### src/design/mmcs_pkg.sv
// mmcs_pkg: shared types and constants for the manifest marker capture scanner
// holds marker byte tables, buffer sizing and the beat payload structs
// no dependencies
package mmcs_pkg;

    // capture buffer size in bytes, begin marker included; at most BUFFER_BYTES - 1 are kept
    localparam int BUFFER_BYTES = 512;
    localparam int LEN_W        = $clog2(BUFFER_BYTES);
    localparam int IDX_W        = 9;

    localparam int BEGIN_LEN  = 25;
    localparam int END_LEN    = 23;
    localparam int WIN_LEN    = END_LEN - 1;
    localparam int PROG_W     = 5;

    localparam logic ACTION_FEED  = 1'b0;
    localparam logic ACTION_CLEAR = 1'b1;

    // begin marker bytes, first character at index 0
    localparam logic [7:0] BEGIN_MARK [BEGIN_LEN] = '{
        8'h49, 8'h4E, 8'h41, 8'h53, 8'h5F, 8'h46, 8'h57, 8'h5F,
        8'h4D, 8'h41, 8'h4E, 8'h49, 8'h46, 8'h45, 8'h53, 8'h54,
        8'h5F, 8'h56, 8'h31, 8'h5F, 8'h42, 8'h45, 8'h47, 8'h49,
        8'h4E
    };

    // end marker bytes, first character at index 0
    localparam logic [7:0] END_MARK [END_LEN] = '{
        8'h49, 8'h4E, 8'h41, 8'h53, 8'h5F, 8'h46, 8'h57, 8'h5F,
        8'h4D, 8'h41, 8'h4E, 8'h49, 8'h46, 8'h45, 8'h53, 8'h54,
        8'h5F, 8'h56, 8'h31, 8'h5F, 8'h45, 8'h4E, 8'h44
    };

    typedef struct packed {
        logic       action;
        logic [7:0] byte_value;
    } in_beat_t;

    typedef struct packed {
        logic             stored;
        logic [IDX_W-1:0] stored_index;
        logic             capturing;
        logic             complete;
        logic             overflowed;
    } out_beat_t;

endpackage

### src/design/mmcs_in_if.sv
// mmcs_in_if: valid/ready channel carrying scanner input beats
// depends on mmcs_pkg for the payload struct
interface mmcs_in_if;
    import mmcs_pkg::*;

    logic     valid;
    logic     ready;
    in_beat_t data;

    modport source (output valid, output data, input ready);
    modport sink   (input valid, input data, output ready);
endinterface

### src/design/mmcs_out_if.sv
// mmcs_out_if: valid/ready channel carrying scanner result beats
// depends on mmcs_pkg for the payload struct
interface mmcs_out_if;
    import mmcs_pkg::*;

    logic      valid;
    logic      ready;
    out_beat_t data;

    modport source (output valid, output data, input ready);
    modport sink   (input valid, input data, output ready);
endinterface

### src/design/manifest_marker_capture_scanner.sv
// manifest_marker_capture_scanner: begin/end marker scanner with capture tracking
// depends on mmcs_pkg, mmcs_in_if and mmcs_out_if

// The scanner takes one input beat per clock and returns exactly one result
// beat per input beat, in the cycle after acceptance. The whole update (begin
// marker progress, a 23-byte parallel compare against the end marker and the
// position counter) settles between the input handshake and the result
// register, so a new beat is taken every cycle as long as the result register
// is empty or being drained in the same cycle. A clear beat returns all state
// to reset and produces an all-zero result. Captured bytes themselves are not
// kept beyond the 22-byte tail window needed for the end marker compare.
module manifest_marker_capture_scanner (
    input  logic        clk,
    input  logic        rst_n,
    mmcs_in_if.sink     in_ch,
    mmcs_out_if.source  out_ch
);
    import mmcs_pkg::*;

    logic [PROG_W-1:0] progress_reg, progress_next;
    logic              active_reg, active_next;
    logic              done_reg, done_next;
    logic              ovf_reg, ovf_next;
    logic [LEN_W-1:0]  length_reg, length_next;
    logic [7:0]        window_reg [WIN_LEN];
    logic [7:0]        window_next [WIN_LEN];
    logic              out_valid_reg;
    out_beat_t         out_data_reg, out_data_next;
    logic              accept;
    logic              end_match;
    logic [7:0]        b;

    // result register drains or is empty: take a new beat
    assign in_ch.ready = !out_valid_reg || out_ch.ready;
    assign accept      = in_ch.valid && in_ch.ready;
    assign b           = in_ch.data.byte_value;

    assign out_ch.valid = out_valid_reg;
    assign out_ch.data  = out_data_reg;

    // end marker compare over the tail window plus the incoming byte
    always_comb
    begin
        end_match = (b == END_MARK[END_LEN-1]);
        for (int i = 0; i < WIN_LEN; i++)
        begin
            if (window_reg[i] != END_MARK[i])
                end_match = 1'b0;
        end
    end

    // next state and result for the beat on the input
    always_comb
    begin
        progress_next = progress_reg;
        active_next   = active_reg;
        done_next     = done_reg;
        ovf_next      = ovf_reg;
        length_next   = length_reg;
        window_next   = window_reg;
        out_data_next = '0;

        if (in_ch.data.action == ACTION_CLEAR)
        begin
            progress_next = '0;
            active_next   = 1'b0;
            done_next     = 1'b0;
            ovf_next      = 1'b0;
            length_next   = '0;
        end
        else if (!done_reg && !ovf_reg)
        begin
            if (!active_reg)
            begin
                // naive begin marker match
                if (b == BEGIN_MARK[progress_reg])
                begin
                    if (progress_reg == PROG_W'(BEGIN_LEN - 1))
                    begin
                        progress_next = PROG_W'(BEGIN_LEN);
                        active_next   = 1'b1;
                        length_next   = LEN_W'(BEGIN_LEN);
                        for (int i = 0; i < WIN_LEN; i++)
                            window_next[i] = BEGIN_MARK[BEGIN_LEN - WIN_LEN + i];
                    end
                    else
                    begin
                        progress_next = progress_reg + PROG_W'(1);
                    end
                end
                else if (b == BEGIN_MARK[0])
                begin
                    progress_next = PROG_W'(1);
                end
                else
                begin
                    progress_next = '0;
                end
            end
            else if (length_reg >= LEN_W'(BUFFER_BYTES - 1))
            begin
                ovf_next = 1'b1;
            end
            else
            begin
                // append the byte and shift the tail window
                out_data_next.stored       = 1'b1;
                out_data_next.stored_index = IDX_W'(length_reg);
                length_next                = length_reg + LEN_W'(1);
                for (int i = 0; i < WIN_LEN - 1; i++)
                    window_next[i] = window_reg[i+1];
                window_next[WIN_LEN-1] = b;
                if (end_match)
                    done_next = 1'b1;
            end
        end

        out_data_next.capturing  = active_next;
        out_data_next.complete   = done_next;
        out_data_next.overflowed = ovf_next;
    end

    // control state
    always_ff @(posedge clk or negedge rst_n)
    begin
        if (!rst_n)
        begin
            progress_reg  <= '0;
            active_reg    <= 1'b0;
            done_reg      <= 1'b0;
            ovf_reg       <= 1'b0;
            length_reg    <= '0;
            out_valid_reg <= 1'b0;
        end
        else
        begin
            if (accept)
            begin
                progress_reg <= progress_next;
                active_reg   <= active_next;
                done_reg     <= done_next;
                ovf_reg      <= ovf_next;
                length_reg   <= length_next;
            end
            if (accept)
                out_valid_reg <= 1'b1;
            else if (out_ch.ready)
                out_valid_reg <= 1'b0;
        end
    end

    // payload registers, no reset
    always_ff @(posedge clk)
    begin
        if (accept)
        begin
            window_reg   <= window_next;
            out_data_reg <= out_data_next;
        end
    end

endmodule
### src/flat_wrapper.sv
// flat-port wrapper written by rule: the top's interface ports become plain ports
module manifest_marker_capture_scanner_flat import mmcs_pkg::*;
  (clk, rst_n, in_ch_valid, in_ch_data, in_ch_ready, out_ch_valid, out_ch_data, out_ch_ready);
  mmcs_in_if in_ch_i ();
  mmcs_out_if out_ch_i ();
  input  logic clk;
  input  logic rst_n;
  input wire logic [$bits(in_ch_i.valid)-1:0] in_ch_valid;
  input wire logic [$bits(in_ch_i.data)-1:0] in_ch_data;
  output wire logic [$bits(in_ch_i.ready)-1:0] in_ch_ready;
  output wire logic [$bits(out_ch_i.valid)-1:0] out_ch_valid;
  output wire logic [$bits(out_ch_i.data)-1:0] out_ch_data;
  input wire logic [$bits(out_ch_i.ready)-1:0] out_ch_ready;
  assign in_ch_i.valid = in_ch_valid;
  assign in_ch_i.data = in_ch_data;
  assign in_ch_ready = in_ch_i.ready;
  assign out_ch_valid = out_ch_i.valid;
  assign out_ch_data = out_ch_i.data;
  assign out_ch_i.ready = out_ch_ready;
  manifest_marker_capture_scanner u_core (.clk(clk), .rst_n(rst_n), .in_ch(in_ch_i), .out_ch(out_ch_i));
endmodule
### config.mk
export PLATFORM = sky130hd
export DESIGN_NAME = manifest_marker_capture_scanner_flat
export DESIGN_NICKNAME = d
export VERILOG_FILES = /design/src/design/mmcs_pkg.sv /design/src/design/mmcs_in_if.sv /design/src/design/mmcs_out_if.sv /design/src/design/manifest_marker_capture_scanner.sv /design/src/flat_wrapper.sv
export SDC_FILE = /design/constraint.sdc
export NUM_CORES = 1
export LEC_CHECK = 0
export BUFFER_PORTS_ARGS = -buffer_cell sky130_fd_sc_hd__buf_2
export CAP_MARGIN = 20
export CORE_UTILIZATION = 50
export CTS_CLUSTER_DIAMETER = 120
export DETAILED_ROUTE_END_ITERATION = 12
export GPL_TIMING_DRIVEN = 0
export PLACE_DENSITY = 0.66
export SLEW_MARGIN = 20
export SYNTH_ARGS = -nofsm -noshare
export SYNTH_HDL_FRONTEND = slang
export SYNTH_SLANG_ARGS = --single-unit
export TNS_END_PERCENT = 30
### constraint.sdc
create_clock -name clk -period 8.9 [get_ports clk]
set_input_delay 0.89 -clock clk [delete_from_list [all_inputs] [get_ports clk]]
set_output_delay 0.89 -clock clk [all_outputs]
set_load 0.005 [all_outputs]
==> flow_results.org, run 1 <==
** Power and ir drop
- In this run switching power makes up about a fifth of total power.
- Gate power share :: around 1.2%
- Clock Power Share :: 45.0%
- Summed over all cells, the static leakage comes to ~0.0032 uW.
- The internal portion of the total power is about 1600 uW.
- Portion of total power attributed to sequential cells :: between 50% and 60%
- Switching pwr :: around 380 uW
- For this design the ratio of total power to cell area is around 190 nW/um^2.
- IR drop worst, VDD :: 0.163 mV

** Yosys
- Yosys warnings :: 0
- Count of flip-flops with a built-in enable after synthesis :: roughly 190
- In the synthesized netlist the dominant register cell turns out to be sky130_fd_sc_hd__edfxtp_1.
- Share of flip-flops with an asynchronous set or reset after synthesis :: ~8.7%
- Synthesized netlist cell count :: between 600 and 700
- Register area share after synthesis :: approximately 70%
- The average instance in the mapped netlist occupies approximately 14 sq um.
- The netlist uses 55 different library cells.
- Synthesized flop and latch total :: 207
- The cell area that synthesis handed to floorplanning was 8880 sq um.
- Synthesized Nets :: between 600 and 700

** Floorplan
- In this run the standard cell core region covers 17,300 sq um.
- The floorplan step defined a die boundary enclosing about 18,000 sq um.
- Die height :: 135 microns
- Num rows :: between 40 and 50
- Measured along the x axis, the die boundary spans roughly 140 microns.
- For this configuration, the core starts out at a cell density of slightly above 50%.
- Pin placement for this block handled 28 I/O pins.

** Clocking
- In this run the number of H-tree levels came out at 1.
- After clock tree synthesis, the flow added hold-fix buffers numbering 0.
- Maximum number of buffers from clock root to sink :: 3
- Clk slew on worst S/H paths :: 0.06 ns
- In this run the post-CTS setup repair buffer count came out at 0.
- Clock tree synthesis inserted a total of 24 buffers.
- After clock tree synthesis, the repair step resized 0 gates.
- CTS saw about 210 sinks.
- Clock latency on the worst-skew pair, taken at its later pin, is about 0.5 ns.
- The cell sitting at the root of the clock tree is a sky130_fd_sc_hd__clkbuf_16.
- Clock tree from TritonCTS :: yes

** Critical path
- The critical path goes through inv_1, ha_1, o2111a_1, or3_1, a2111oi_2, nand4b_1, a21oi_1, and2_4, buf_12, buf_16, buf_16.
- Endpoint arrival time on the critical path :: 4.63 ns
- The setup path with the least slack is of type reg -> reg.
- Cell depth of the worst flop-to-flop path :: 11
- In this run the register-to-register setup slack is 4.46 ns.
- Highest net fanout along the worst path :: 58
- The number of buffers and inverters on the critical path is 4.
- Grouping stages by cell kind, the critical path spends the most delay in compound AO/OA/AOI/OAI gates.
- Delay of the slowest cell on the worst path :: 0.51 ns
- The slowest stage of the critical path belongs to the cell sky130_fd_sc_hd__dfrtp_1.
- The startpoint identified for the worst register-to-register timing path is u_core.progress_reg[0].
- Capture point of the worst reg-to-reg path :: u_core.window_reg[160]
- STA classifies the critical path endpoint as a register.
- Most repeated library cell on the critical path :: sky130_fd_sc_hd__buf_16
- Worst setup SP type :: register
- Worst EP required :: slightly above 9 ns

** Drt
- In the final routed layout, each cell accounts on average for around 18 microns.
- Routed wire length :: 17,200 microns
- Number of vias in the routed layout :: about 5,300
- Number of routed nets with antenna violations :: 0
- For this run, design rule violations remaining after detail routing come to 0.
- After detailed routing, the number of vias per cell comes to 5.67.
- Initial DRC count :: 445
- Detailed-routing iteration count for the pre-antenna-repair pass :: 4

** Finish
- After the last flow step, the layout net total stands at 719.
- Fraction of layout cells with a size suffix above 1 :: 10.1%
- Once layout is complete, the utilization of the core stands at approximately three fifths.
- The register with the most flip-flops in the layout has roughly 180 of them.
- Filler Cells Inserted :: 1,383
- The number of antenna diodes in the final layout is 0.
- From synthesis to final layout, the design area changed by 13.5%.
- Registers take 6130 sq um.
- Summing all multi-input logic gate instances after layout gives approximately 2600 sq um.

** Global route
- The layer flagged by global routing as most heavily used is met2.
- All-layer global routing usage :: 19.3%
- In the global route stage, met3 resource usage came out at under 10%.
- Number of global-route vias before repair :: slightly above 5,000
- The number of antenna violations at the first check in global routing is 0.
- For met2 alone, demand over resource in global routing was 31.1%.
- Entering global routing, the biggest net connects between 50 and 60 pins.
- For this run the aggregate overflow at the end of global routing stands at 0.
- The first global-routing pass estimated between 20,000 and 30,000 microns of wire.
- Fraction of met1 tracks used by global routing :: 27.1%

** Place
- Number of buffers inserted by port buffering :: 27
- Estimated wirelength of the detail-placed design :: approximately 12,000 microns
- RD Place Congestion :: 0.901

** Timing
- Transition time at the pin with the least slew margin :: between 0.9 and 1 ns
- Clock skew :: around 0.0094 ns
- Headroom to the max-slew limit came out at 33.7%.
- Number of max-slew violations in the final report :: 0
- Final period demand of the worst path :: about 4.4 ns
- Count of final setup violators :: 0
- After layout, the worst path uses between 40 and 50% of the clock period.
- Highest clock frequency the design can meet :: 225 MHz
- Hold Vio Cnt, Final :: 0
- Setup repair after global routing left no endpoint under its margin.
- After routing, the total negative slack on setup checks comes to 0 ns.

** Run
- The tool flagged a number of max-cap violations equal to 0.

** Min path
- The path class of the tightest hold or removal check is in -> async.

** Status
- Outcome :: complete, no violations
## routing by layer
metal  share of wire (%)  wire (microns)  up-vias
met5                   0               0        -
met4                 2.5             432        0
met3                 4.9             845       32
met2                  48            8290      138
met1                  44            7670     2664
li1                    -               -     2497
## synth_stat cells, types with 2 or more instances
library cell / n / area, sq um
sky130_fd_sc_hd__nand3_1: 12 / 60.1
sky130_fd_sc_hd__inv_1: 10 / 37.5
sky130_fd_sc_hd__mux2_2: 2 / 22.5
sky130_fd_sc_hd__o21ai_0: 14 / 70.1
sky130_fd_sc_hd__xnor2_1: 2 / 17.5
sky130_fd_sc_hd__edfxtp_1: 189 / 5680
sky130_fd_sc_hd__nand4b_1: 9 / 78.8
sky130_fd_sc_hd__buf_2: 2 / 10.0
sky130_fd_sc_hd__and2_1: 104 / 651
sky130_fd_sc_hd__a31oi_1: 3 / 18.8
sky130_fd_sc_hd__o21bai_1: 2 / 15.0
sky130_fd_sc_hd__or4_1: 2 / 15.0
sky130_fd_sc_hd__nor4_1: 12 / 75.1
sky130_fd_sc_hd__o31ai_1: 2 / 15.0
sky130_fd_sc_hd__and4b_1: 5 / 50.1
sky130_fd_sc_hd__ha_1: 6 / 75.1
sky130_fd_sc_hd__a21oi_1: 14 / 70.1
sky130_fd_sc_hd__a22o_1: 2 / 17.5
sky130_fd_sc_hd__nand2_1: 22 / 82.6
sky130_fd_sc_hd__nand4_1: 10 / 62.6
sky130_fd_sc_hd__a311oi_1: 2 / 17.5
sky130_fd_sc_hd__buf_6: 2 / 22.5
sky130_fd_sc_hd__or3_1: 6 / 37.5
sky130_fd_sc_hd__o21ai_1: 3 / 15.0
sky130_fd_sc_hd__or4b_2: 2 / 20.0
sky130_fd_sc_hd__nor3_1: 8 / 40.0
sky130_fd_sc_hd__a21boi_0: 2 / 15.0
sky130_fd_sc_hd__dfrtp_1: 18 / 450
sky130_fd_sc_hd__nor4bb_1: 13 / 130
sky130_fd_sc_hd__nor4b_1: 9 / 78.8
sky130_fd_sc_hd__and3_1: 4 / 25.0
sky130_fd_sc_hd__nand2b_1: 90 / 563
sky130_fd_sc_hd__clkbuf_1: 25 / 93.8
sky130_fd_sc_hd__nor2_1: 15 / 56.3
## cell usage in the layout, fill, tap and decap left out, types with 2 or more instances in the layout
| master | instances |
|---|---|
| sky130_fd_sc_hd__nand4_1 | 10 |
| sky130_fd_sc_hd__nor2_1 | 15 |
| sky130_fd_sc_hd__nor4_1 | 11 |
| sky130_fd_sc_hd__buf_2 | 29 |
| sky130_fd_sc_hd__or4b_2 | 2 |
| sky130_fd_sc_hd__nand2_1 | 22 |
| sky130_fd_sc_hd__nand4b_1 | 9 |
| sky130_fd_sc_hd__a21boi_0 | 2 |
| sky130_fd_sc_hd__or3_1 | 6 |
| sky130_fd_sc_hd__clkinv_2 | 3 |
| sky130_fd_sc_hd__clkbuf_1 | 31 |
| sky130_fd_sc_hd__buf_16 | 2 |
| sky130_fd_sc_hd__xnor2_1 | 2 |
| sky130_fd_sc_hd__a311oi_1 | 2 |
| sky130_fd_sc_hd__buf_6 | 2 |
| sky130_fd_sc_hd__nand2b_1 | 90 |
| sky130_fd_sc_hd__clkbuf_16 | 25 |
| sky130_fd_sc_hd__nor4b_1 | 9 |
| sky130_fd_sc_hd__and4b_1 | 5 |
| sky130_fd_sc_hd__o31ai_1 | 2 |
| sky130_fd_sc_hd__o21bai_1 | 2 |
| sky130_fd_sc_hd__and2_1 | 103 |
| sky130_fd_sc_hd__clkinv_1 | 6 |
| sky130_fd_sc_hd__a22o_1 | 2 |
| sky130_fd_sc_hd__and3_1 | 4 |
| sky130_fd_sc_hd__a31oi_1 | 3 |
| sky130_fd_sc_hd__a21oi_1 | 14 |
| sky130_fd_sc_hd__inv_1 | 10 |
| sky130_fd_sc_hd__nor3_1 | 8 |
| sky130_fd_sc_hd__dfrtp_1 | 18 |
| sky130_fd_sc_hd__or4_1 | 2 |
| sky130_fd_sc_hd__nand3_1 | 12 |
| sky130_fd_sc_hd__ha_1 | 6 |
| sky130_fd_sc_hd__edfxtp_1 | 189 |
| sky130_fd_sc_hd__mux2_2 | 2 |
| sky130_fd_sc_hd__o21ai_1 | 3 |
| sky130_fd_sc_hd__o21ai_0 | 14 |
| sky130_fd_sc_hd__nor4bb_1 | 13 |
## power by group through the flow
stage	Clock (uW)	Combinational, uW	Sequential [uW]
2_1_floorplan	0	9.56	1070
3_3_place_gp	0	22.5	1070
3_5_place_dp	0	22.9	1070
4_1_cts	891	23.1	1050
5_1_grt	925	25.1	1050
6_report	877	23.1	1050
## worst max path at each step
stage	from	to	slack, ns	depth (start not counted)
global placement	u_core.progress_reg[0]	u_core.length_reg[0]	0.18	9
global route	u_core.progress_reg[0]	u_core.window_reg[152]	4.23	11
finish	u_core.progress_reg[0]	u_core.window_reg[160]	4.46	11
floorplan	u_core.progress_reg[0]	u_core.window_reg[0]	1.99	8
detailed placement	u_core.progress_reg[0]	u_core.window_reg[172]	4.49	11
CTS	u_core.progress_reg[0]	u_core.window_reg[173]	4.47	11
## area by class of cell
type / count / area share, %
clock inverters: 10 / 0.459
multi-input cells: 398 / 25.8
well taps: 225 / 2.79
inverters: 10 / 0.372
plain buffers: 29 / 1.25
clock buffers: 31 / 6.43
flip-flops and latches: 207 / 60.8
repair buffers: 30 / 2.09
## cells by family (layout without fill, tap and decap cells)
logic type	count (synthesis)	in the layout	synth area share, %
XOR/XNOR	3	3	0.296
buffers and inverters	39	110	1.85
AO/OA/AOI/OAI	60	60	4.52
multiplexers	3	3	0.366
adder cells (fa/ha/maj)	6	6	0.845
AND/OR/NAND/NOR	326	326	23.2
flip-flops	207	207	69.0
## stage by stage
step | total power [uW] | setup WS [ns] | cells | area, sq um | hold slack [ns]
floorplan | 1080 | 1.99 | 644 | 8880 | 0.475
global placement | 1090 | 0.183 | 896 | 9300 | 0.506
global route | 2000 | 4.23 | 940 | 10100 | 0.337
CTS | 1970 | 4.47 | 940 | 10100 | 0.321
detailed placement | 1090 | 4.49 | 899 | 9380 | 0.508
finish | 1950 | 4.46 | 940 | 10100 | 0.317
No activity file was read; power rests on OpenSTA's default activity.
==> run 2, diff against run 1 <==
- ABC_AREA: not set -> 1
- PLACE_DENSITY: 0.66 -> 0.69
- clock period: 8.9 -> 3.7 ns (I/O delays scaled with it)
==> run 2 against run 1 <==
  * Critical endpoint is now u_core.window_reg[72]
  * Critical path type unchanged
  * Register-to-register slack got worse by 4.0 ns
  * Sequential power rose to 2.6 times the previous value
  * Non-clock buffer count fell by 1
==> flow_results.org, run 2 <==
** Floorplan
- The row count was 48 (unchanged).
- The floorplan die area was 18,800 sq um (+2.5%).
- Initial standard-cell utilization of the core :: 51.9% (+0.56 points)
- Chip Width :: 137 microns (+1.2%)
- Die height :: 137 microns (+1.2%)
- The placeable core area was 17,500 sq um (+1.4%).
- The number of ports placed on the die boundary came to 28 (unchanged).

** Status
- Outcome :: complete, no violations

** Yosys
- The Yosys warning count is 0 (unchanged).
- Share of flip-flops with an asynchronous set or reset after synthesis :: 8.70% (unchanged)
- For this run, the leading register cell type out of synthesis is sky130_fd_sc_hd__edfxtp_1.
- Most area-hungry cell type in the Yosys netlist :: sky130_fd_sc_hd__edfxtp_1
- Synthesized flop and latch total :: 207 (unchanged)
- The average size of a mapped cell came to 10.5 sq um (-24%).
- The area of the mapped netlist was 9100 sq um (+2.5%).
- The commonest cells after synthesis are 235 x sky130_fd_sc_hd__nand2_1, 189 x sky130_fd_sc_hd__edfxtp_1, 173 x sky130_fd_sc_hd__inv_1.
- Synthesized netlist cell count :: 866 (+34%)
- The sequential fraction of the synthesis area came to 67.3% (-1.7 points).
- Cell types occupying the most area after synthesis :: sky130_fd_sc_hd__edfxtp_1 62%, sky130_fd_sc_hd__nand2_1 9.7%, sky130_fd_sc_hd__inv_1 7.1%, sky130_fd_sc_hd__dfrtp_1 4.9%, sky130_fd_sc_hd__or2_2 2.3%
- The area fraction of the dominant cell type after synthesis was 62.3% (-1.6 points).
- Cell with the most instances after synthesis :: sky130_fd_sc_hd__nand2_1
- Count of flip-flops with a built-in enable after synthesis :: 189 (unchanged)
- The synthesized net count was 885 (+33%).
- The distinct cell type count of the synthesized netlist came to 36 (-35%).

** Critical path
- Crit Path Category :: reg -> reg
- Worst setup SP type :: register
- Endpoint arrival time on the critical path :: 3.47 ns (-1.16 ns)
- Delay of the slowest cell on the worst path :: 0.54 ns (+0.03 ns)
- Most repeated library cell on the critical path :: sky130_fd_sc_hd__nand2_1
- Critical Path Sink Type :: register
- Worst EP required :: 3.90 ns (-5.18 ns)
- The critical path goes through inv_2, ha_4, inv_2, nand2_1, nand2_2, nand2_1, nand2_1, nand2_1, nand2_1, nand2_1, nor2_2, nand2_2, o21bai_4, nand2_4, nor2_4, buf_12, buf_12, buf_16.
- The slowest stage of the critical path is the sky130_fd_sc_hd__nor2_4 cell.
- The highest net fanout along the worst path is 26 (-55%).

** Finish
- The library cell used most frequently in the layout, excluding fill and tap cells, is sky130_fd_sc_hd__nand2_1.
- Final core area utilization :: 59.3% (+1.0 points)
- Net total in the final layout :: 944 (+31%)
- The count of placed standard cells in the final layout, fillers left out is 1,165 (+24%).
- The area growth from synthesis to layout is 14.3%.
- Most frequent cells in the layout :: 235 x sky130_fd_sc_hd__nand2_1, 189 x sky130_fd_sc_hd__edfxtp_1, 170 x sky130_fd_sc_hd__inv_1
- Fraction of layout cells with a size suffix above 1 :: 13.8% (+3.8 points)
- The flip-flop count of the largest register, all copies and words added is 176 (unchanged).
- The area used by sequential logic in the layout came to 6130 sq um (unchanged).
- The multi-input gate area in the final layout is 2220 sq um (-15%).
- The diode insertion count for antenna repair came to 0 (unchanged).
- Filler Cells Inserted :: 1,478 (+6.9%)

** Drt
- Initial DRC count :: 358 (-20%)
- Drt drc :: 0 (unchanged)
- Post-DR wirelength/cell :: 14.6 microns (-21%)
- Routed wire length :: 17,000 microns (-1.6%)
- The final antenna-violating net count is 0 (unchanged).
- The number of optimization iterations in the first detailed-route pass is 5 (+1).
- The number of vias after detailed routing came to 5,789 (+8.6%).
- The vias per cell came to 4.97 (-12%).

** Timing
- Transition time at the pin with the least slew margin :: 0.691 ns (-0.303 ns)
- The post-route worst hold slack is 0.145 ns (-0.172 ns).
- Count of final setup violators :: 0 (unchanged)
- Highest clock frequency the design can meet :: 306 MHz (+36%)
- The remaining max-slew budget at the tightest pin was 53.4% (+20 points).
- Hold Vio Cnt, Final :: 0 (unchanged)
- Final critical-path share of the clock period :: 88.4% (+38 points)
- Final period demand of the worst path :: 3.27 ns (-1.17 ns)
- Number of max-slew violations in the final report :: 0 (unchanged)
- Setup repair after global routing left no endpoint under its margin.
- Setup_tns :: 0 ns (unchanged)
- Clock skew :: 0.00743 ns (-0.00199 ns)

** Global route
- Number of antenna violations at the first check in global routing :: 0 (unchanged)
- Largest net degree at the start of global routing :: 30 (-49%)
- The sum of overflow across all layers after global routing was 0 (unchanged).
- All-layer global routing usage :: 19.0% (-0.38 points)
- The first-pass GRT wire length is 27,400 microns (about the same).
- Number of global-route vias before repair :: 5,599 (+9.3%)

** Place
- Estimated wirelength of the detail-placed design :: 11,700 microns (+0.71%)
- The number of input and output port buffers inserted is 27 (unchanged).
- The number of placed cells counting well taps came to 1,125 (+25%).
- The placer congestion estimate was 0.869 (-3.6%).

** Clocking
- Clock tree from TritonCTS :: yes
- The number of sinks handled by clock tree synthesis is 207 (unchanged).
- The worst-skew pair later-pin latency is 0.49 ns (about the same).
- The quantity of gates resized following cts is 0 (unchanged).
- The total number of H-tree levels was 1 (unchanged).
- The clock slew seen by the registers of the worst setup and hold paths is 0.06 ns (about the same).
- CTS Buf Count :: 22 (-8.3%)
- Clock tree root buffer cell :: sky130_fd_sc_hd__clkbuf_16
- Maximum number of buffers from clock root to sink :: 3 (unchanged)

** Run
- The number of violations of the max-capacitance limit came to 0 (unchanged).

** Power and ir drop
- Leakage Power :: 0.00451 uW (+42%)
- IR drop worst, VDD :: 0.347 mV (+110%)
- The ratio of total power to cell area was 506 nW/um^2 (+160%).

** Min path
- The min-delay analysis places its worst path in the category in -> reg.
[run 2: changes by cell type after synthesis, sizes merged, moves of 6 or more]
cell and delta:
a21oi -6, or3 -6, nand2 +222, nor4b -7
nand4b -9, nor4bb -13, inv +167, and2 -103
nor4 +15, nor2 +40, nand2b -91, nand3 +20
or2 +34
[run 2: kinds of logic (layout without fill, tap and decap cells)]
logic type               after synthesis  after routing  synth area share (%)
AND/OR/NAND/NOR                      420            420                  21.0
flip-flops                           207            207                  67.3
buffers and inverters                200            274                  8.47
AO/OA/AOI/OAI                         28             28                  1.97
adder cells (fa/ha/maj)                6              6                 0.824
XOR/XNOR                               5              5                 0.481
[run 2: worst max-delay path, delay by kind of cell, from the launching register on]
family	cells	cell delay (ns)
adder cells (fa/ha/maj)	1	0.26
buffers and inverters	5	0.84
AO/OA/AOI/OAI	1	0.16
flip-flops	1	0.48
AND/OR/NAND/NOR	11	1.19
[run 2: layout make-up]
type                       instances  area share [%]
sequential                       207            58.9
tap                              225            2.71
inverter                         177            6.43
clock buffer                      29            5.94
multi-input combinational        459            21.4
timing repair buffer              35            2.96
buffer                            23           0.974
clock inverter                    10           0.722
[run 2: stage by stage]
step	cell area [sq um]	total power [uW]	worst slack (ns)
floorplan	9120	3050	-0.894
global placement	9540	3200	-2.08
detailed placement	9700	3220	0.427
CTS	10400	5320	0.410
global route	10400	5480	0.176
finish	10400	5270	0.429
[run 2: routing by layer]
metal  wire, microns  global-route usage [%]
met5               0                       0
met4             299                    5.49
met3             674                    3.11
met2            8110                    31.4
met1            7870                    25.8
[run 2: report_power, final]
group,leakage [uW],switching [uW],internal [uW]
sequential,0.00193,37.7,2670
combinational,0.00223,318,136
clock,0.000345,858,1240
total,0.00451,1210,4050
[run 2: timing repair]
action                    4_1_cts  5_1_grt
buffers inserted                0        0
hold buffers                    1        0
hold endpoints to repair       18        0
[run 2: path summary, 6_finish.rpt]
| check | start | end | slack (ns) | cells past startpoint |
|---|---|---|---|---|
| hold reg to reg | u_core.length_reg[6] | u_core.length_reg[6] | 0.47 | 2 |
| min in group asynchronous | rst_n | u_core.length_reg[4] | 0.37 | 2 |
| hold / removal | out_ch_ready | u_core.out_ch.valid | 0.14 | 4 |
| setup reg to reg | u_core.progress_reg[1] | u_core.window_reg[72] | 0.43 | 18 |
| setup / recovery | u_core.progress_reg[1] | u_core.window_reg[72] | 0.43 | 18 |
| max in group asynchronous | rst_n | u_core.out_ch.valid | 3.02 | 2 |
==> run 3, diff against run 2 <==
--- a/config.mk
+++ b/config.mk
@@ -11,4 +11,5 @@
 export CORE_UTILIZATION = 50
 export CTS_CLUSTER_DIAMETER = 120
+export CTS_CLUSTER_SIZE = 12
 export DETAILED_ROUTE_END_ITERATION = 12
 export GPL_TIMING_DRIVEN = 0
==> constraint.sdc (replaced) <==
create_clock -name clk -period 3.7 [get_ports clk]
set_input_delay 0.37 -clock clk [delete_from_list [all_inputs] [get_ports clk]]
set_output_delay 0.37 -clock clk [all_outputs]
set_load 0.1 [all_outputs]
==> run 3 against run 2 <==
  * Sequential share of layout area rose by 0.60 points
  * Die area did not move
  * Design area fell by 0.99%
  * Utilization fell by 0.59 points
  * Global-route usage fell by 0.15 points
  * Cell count fell by 0.86%
  * Wire length fell by 1.8%
  * Count of clock-buffer cells in the layout fell by 1
  * Non-clock buffer count did not move
==> flow_results.org, run 3 (synthesized netlist as in run 2, its figures left out) <==
** Timing
- The number of hold violations in the final report was 0 (unchanged).
- The clock period minus worst slack came to 3.13 ns (-0.139 ns).
- The setup clock skew after layout came to 0.0108 ns (+0.00341 ns).
- WHS :: 0.171 ns (+0.0265 ns)
- Count of final setup violators :: 0 (unchanged)
- Highest clock frequency the design can meet :: 319 MHz (+4.4%)
- Setup repair after global routing missed its margin :: no
- The remaining max-slew budget at the tightest pin is 56.0% (+2.5 points).
- Final critical-path share of the clock period :: 84.6% (-3.8 points)
- The measured slew at the worst slew-check pin came to 0.659 ns (-0.0325 ns).
- Number of max-slew violations in the final report :: 0 (unchanged)

** Finish
- The share of final-layout standard cells stronger than drive strength 1 is 13.1% (-0.71 points).
- The diode insertion count for antenna repair came to 0 (unchanged).
- The flip-flop count of the largest register, all copies and words added was 176 (unchanged).
- Filler Cells Inserted :: 1,472 (-0.41%)
- The library cell used most frequently in the layout, excluding fill and tap cells, is sky130_fd_sc_hd__nand2_1.
- Leaving out fill and tap cells, the most frequent cells in the layout are 234 x sky130_fd_sc_hd__nand2_1, 189 x sky130_fd_sc_hd__edfxtp_1, 170 x sky130_fd_sc_hd__inv_1.
- The post-route cell area came to 10,300 sq um (-0.99%).
- Area occupied by multi-input gates :: 2240 sq um (+0.73%)
- Net total in the final layout :: 943 (-0.11%)
- Non-Filler Instances :: 1,155 (-0.86%)
- FF+latch area :: 6130 sq um (about the same)
- Relative area change from synthesis to final layout :: 13.1%

** Critical path
- In this run the critical register-to-register path is launched from u_core.length_reg[0].
- The logic depth of the worst register-to-register path came to 12 (-6).
- Max stage delay cell, worst path :: sky130_fd_sc_hd__nor2_4
- By startpoint and endpoint, the worst setup path is classified as reg -> reg.
- Flop2flop setup slack :: 0.57 ns (+0.14 ns)
- Endpoint arrival time on the critical path :: 3.31 ns (-0.16 ns)
- STA classifies the critical path startpoint as a register.
- Highest net fanout along the worst path :: 29 (+12%)
- The cell family contributing the most delay on the critical path is simple AND/OR/NAND/NOR gates.
- The most critical setup path has its startpoint at u_core.length_reg[0].
- The critical path goes through ha_1, nand2_1, nor4_1, ha_1, o21bai_1, nor2_1, nand2_1, nand2_1, nand2_4, nor2_4, buf_12, buf_12.
- Delay of the slowest cell on the worst path :: 0.54 ns (about the same)
- Capture point of the worst reg-to-reg path :: u_core.window_reg[122]
- Buffering stage count on the worst path with inverters included :: 2 (-3)
- Critical Path Sink Type :: register
- Worst EP required :: 3.88 ns (-0.02 ns)
- Most repeated library cell on the critical path :: sky130_fd_sc_hd__nand2_1

** Power and ir drop
- The cell-internal power is 3850 uW (-5.1%).
- Portion of total power attributed to sequential cells :: 53.2% (+1.7 points)
- The switching portion of total power was 24.6% (+1.5 points).
- Clock Power Share :: 36.3% (-3.6 points)
- Leakage Power :: 0.00444 uW (-1.5%)
- The net load switching power came to 1250 uW (+3.4%).
- Pwr Density :: 495 nW/um^2 (-2.2%)
- The maximum VDD drop came to 0.316 mV (-8.9%).
- Gate power share :: 10.5% (+1.9 points)

** Place
- Post-detailed-placement cell area :: 9730 sq um (+0.28%)
- RD Place Congestion :: 0.857 (-1.4%)
- Estimated wirelength of the detail-placed design :: 11,400 microns (-3.0%)
- The number of placed cells counting well taps is 1,125 (unchanged).
- Number of buffers inserted by port buffering :: 27 (unchanged)

** Clocking
- Count of instances resized after the clock tree is built :: 0 (unchanged)
- Clock tree from TritonCTS :: yes
- Clk slew on worst S/H paths :: 0.06 ns (about the same)
- The total number of H-tree levels is 1 (unchanged).
- The worst-case clock buffer depth came to 3 (unchanged).
- The hold-fix buffer count after cts is 1 (unchanged).
- CTS placed an instance of sky130_fd_sc_hd__clkbuf_16 at the clock tree root.
- Insertion delay to the later sink of the worst-skew pair :: 0.49 ns (about the same)
- CTS Buf Count :: 21 (-4.5%)
- CTS sink count :: 207 (unchanged)
- The number of post-CTS setup repair buffers was 0 (unchanged).

** Floorplan
- The placeable core area is 17,500 sq um (unchanged).
- The row count came to 48 (unchanged).
- Initial standard-cell utilization of the core :: 51.9% (unchanged)
- The floorplan die area is 18,800 sq um (unchanged).
- The width of the chip was 137 microns (unchanged).
- Die height :: 137 microns (unchanged)
- The number of ports placed on the die boundary came to 28 (unchanged).

** Min path
- The number of stages on the worst hold path came to 3 (-1).
- Source of the worst hold timing path :: in_ch_data[6]
- Endpoint of the worst hold-timing path :: u_core.window_reg[6]
- The min-delay analysis places its worst path in the category in -> reg.

** Global route
- Largest net degree at the start of global routing :: 30 (unchanged)
- Total global routing overflow :: 0 (unchanged)
- Number of antenna violations at the first check in global routing :: 0 (unchanged)
- The first-pass GRT wire length was 27,500 microns (+0.20%).
- The all-layer global routing usage is 18.8% (-0.15 points).
- Number of global-route vias before repair :: 5,649 (+0.89%)

** Run
- The number of violations of the max-capacitance limit came to 0 (unchanged).

** Drt
- The number of optimization iterations in the first detailed-route pass was 6 (+1).
- Number of routed nets with antenna violations :: 0 (unchanged)
- The remaining design rule violation count was 0 (unchanged).
- DR vias/cell :: 5.05 (+1.6%)
- The count of routing violations after the opening detailed-route iteration is 480 (+34%).
- Routed wire length :: 16,600 microns (-1.8%)
- Post-DR wirelength/cell :: 14.4 microns (-0.97%)
- Number of vias in the routed layout :: 5,830 (+0.71%)

** Status
- Outcome :: complete, no violations
## run 3: worst max-delay path by stage
stage          depth (start not counted)  slack, ns                      to
2_1_floorplan                         15      -0.89    u_core.window_reg[0]
6_report                              12       0.57  u_core.window_reg[122]
3_5_place_dp                          12       0.57  u_core.window_reg[127]
5_1_grt                               12       0.35  u_core.window_reg[148]
4_1_cts                               12       0.56  u_core.window_reg[123]
3_3_place_gp                          10      -2.08  u_core.window_reg[168]
## run 3: per-stage QoR
step                total power, uW  setup WS, ns  utilization (%)  setup TNS, ns
finish                         5100         0.568             58.7              0
detailed placement             3300         0.567             55.5              0
floorplan                      3130        -0.893                -        -159.44
global placement               3280         -2.08             54.5        -370.27
global route                   5280         0.354             58.7              0
CTS                            5140         0.563             58.7              0
## run 3: worst reg2reg max path, delay by kind of cell, from the launching register on
family / cells / cell delay, ns
flops: 1 / 0.43
compound gates: 1 / 0.20
buf+inv: 2 / 0.49
simple gates: 7 / 1.25
fa+ha+maj: 2 / 0.43
## run 3: routing by layer
layer  vias up  routed length, microns  track usage [%]
li1       2895                       -                -
met1      2784                    7650             25.5
met2       116                    7920             31.3
met3        35                     640             3.15
met4         0                     436             5.25
met5         -                       0                0
## run 3: final cells by class
| type | count | area share [%] |
|---|---|---|
| clock buffers | 28 | 5.36 |
| well taps | 225 | 2.73 |
| flip-flops and latches | 207 | 59.5 |
| clock inverters | 1 | 0.109 |
| inverters | 177 | 6.52 |
| multi-input cells | 459 | 21.7 |
| repair buffers | 35 | 3.06 |
| plain buffers | 23 | 0.984 |
## run 3: power groups by stage
stage	Sequential, uW	Clock [uW]	Combinational, uW
6_report	2710	1850	535
4_1_cts	2710	1880	544
3_5_place_dp	2760	0	539
2_1_floorplan	2830	0	302
3_3_place_gp	2770	0	509
5_1_grt	2720	1960	595
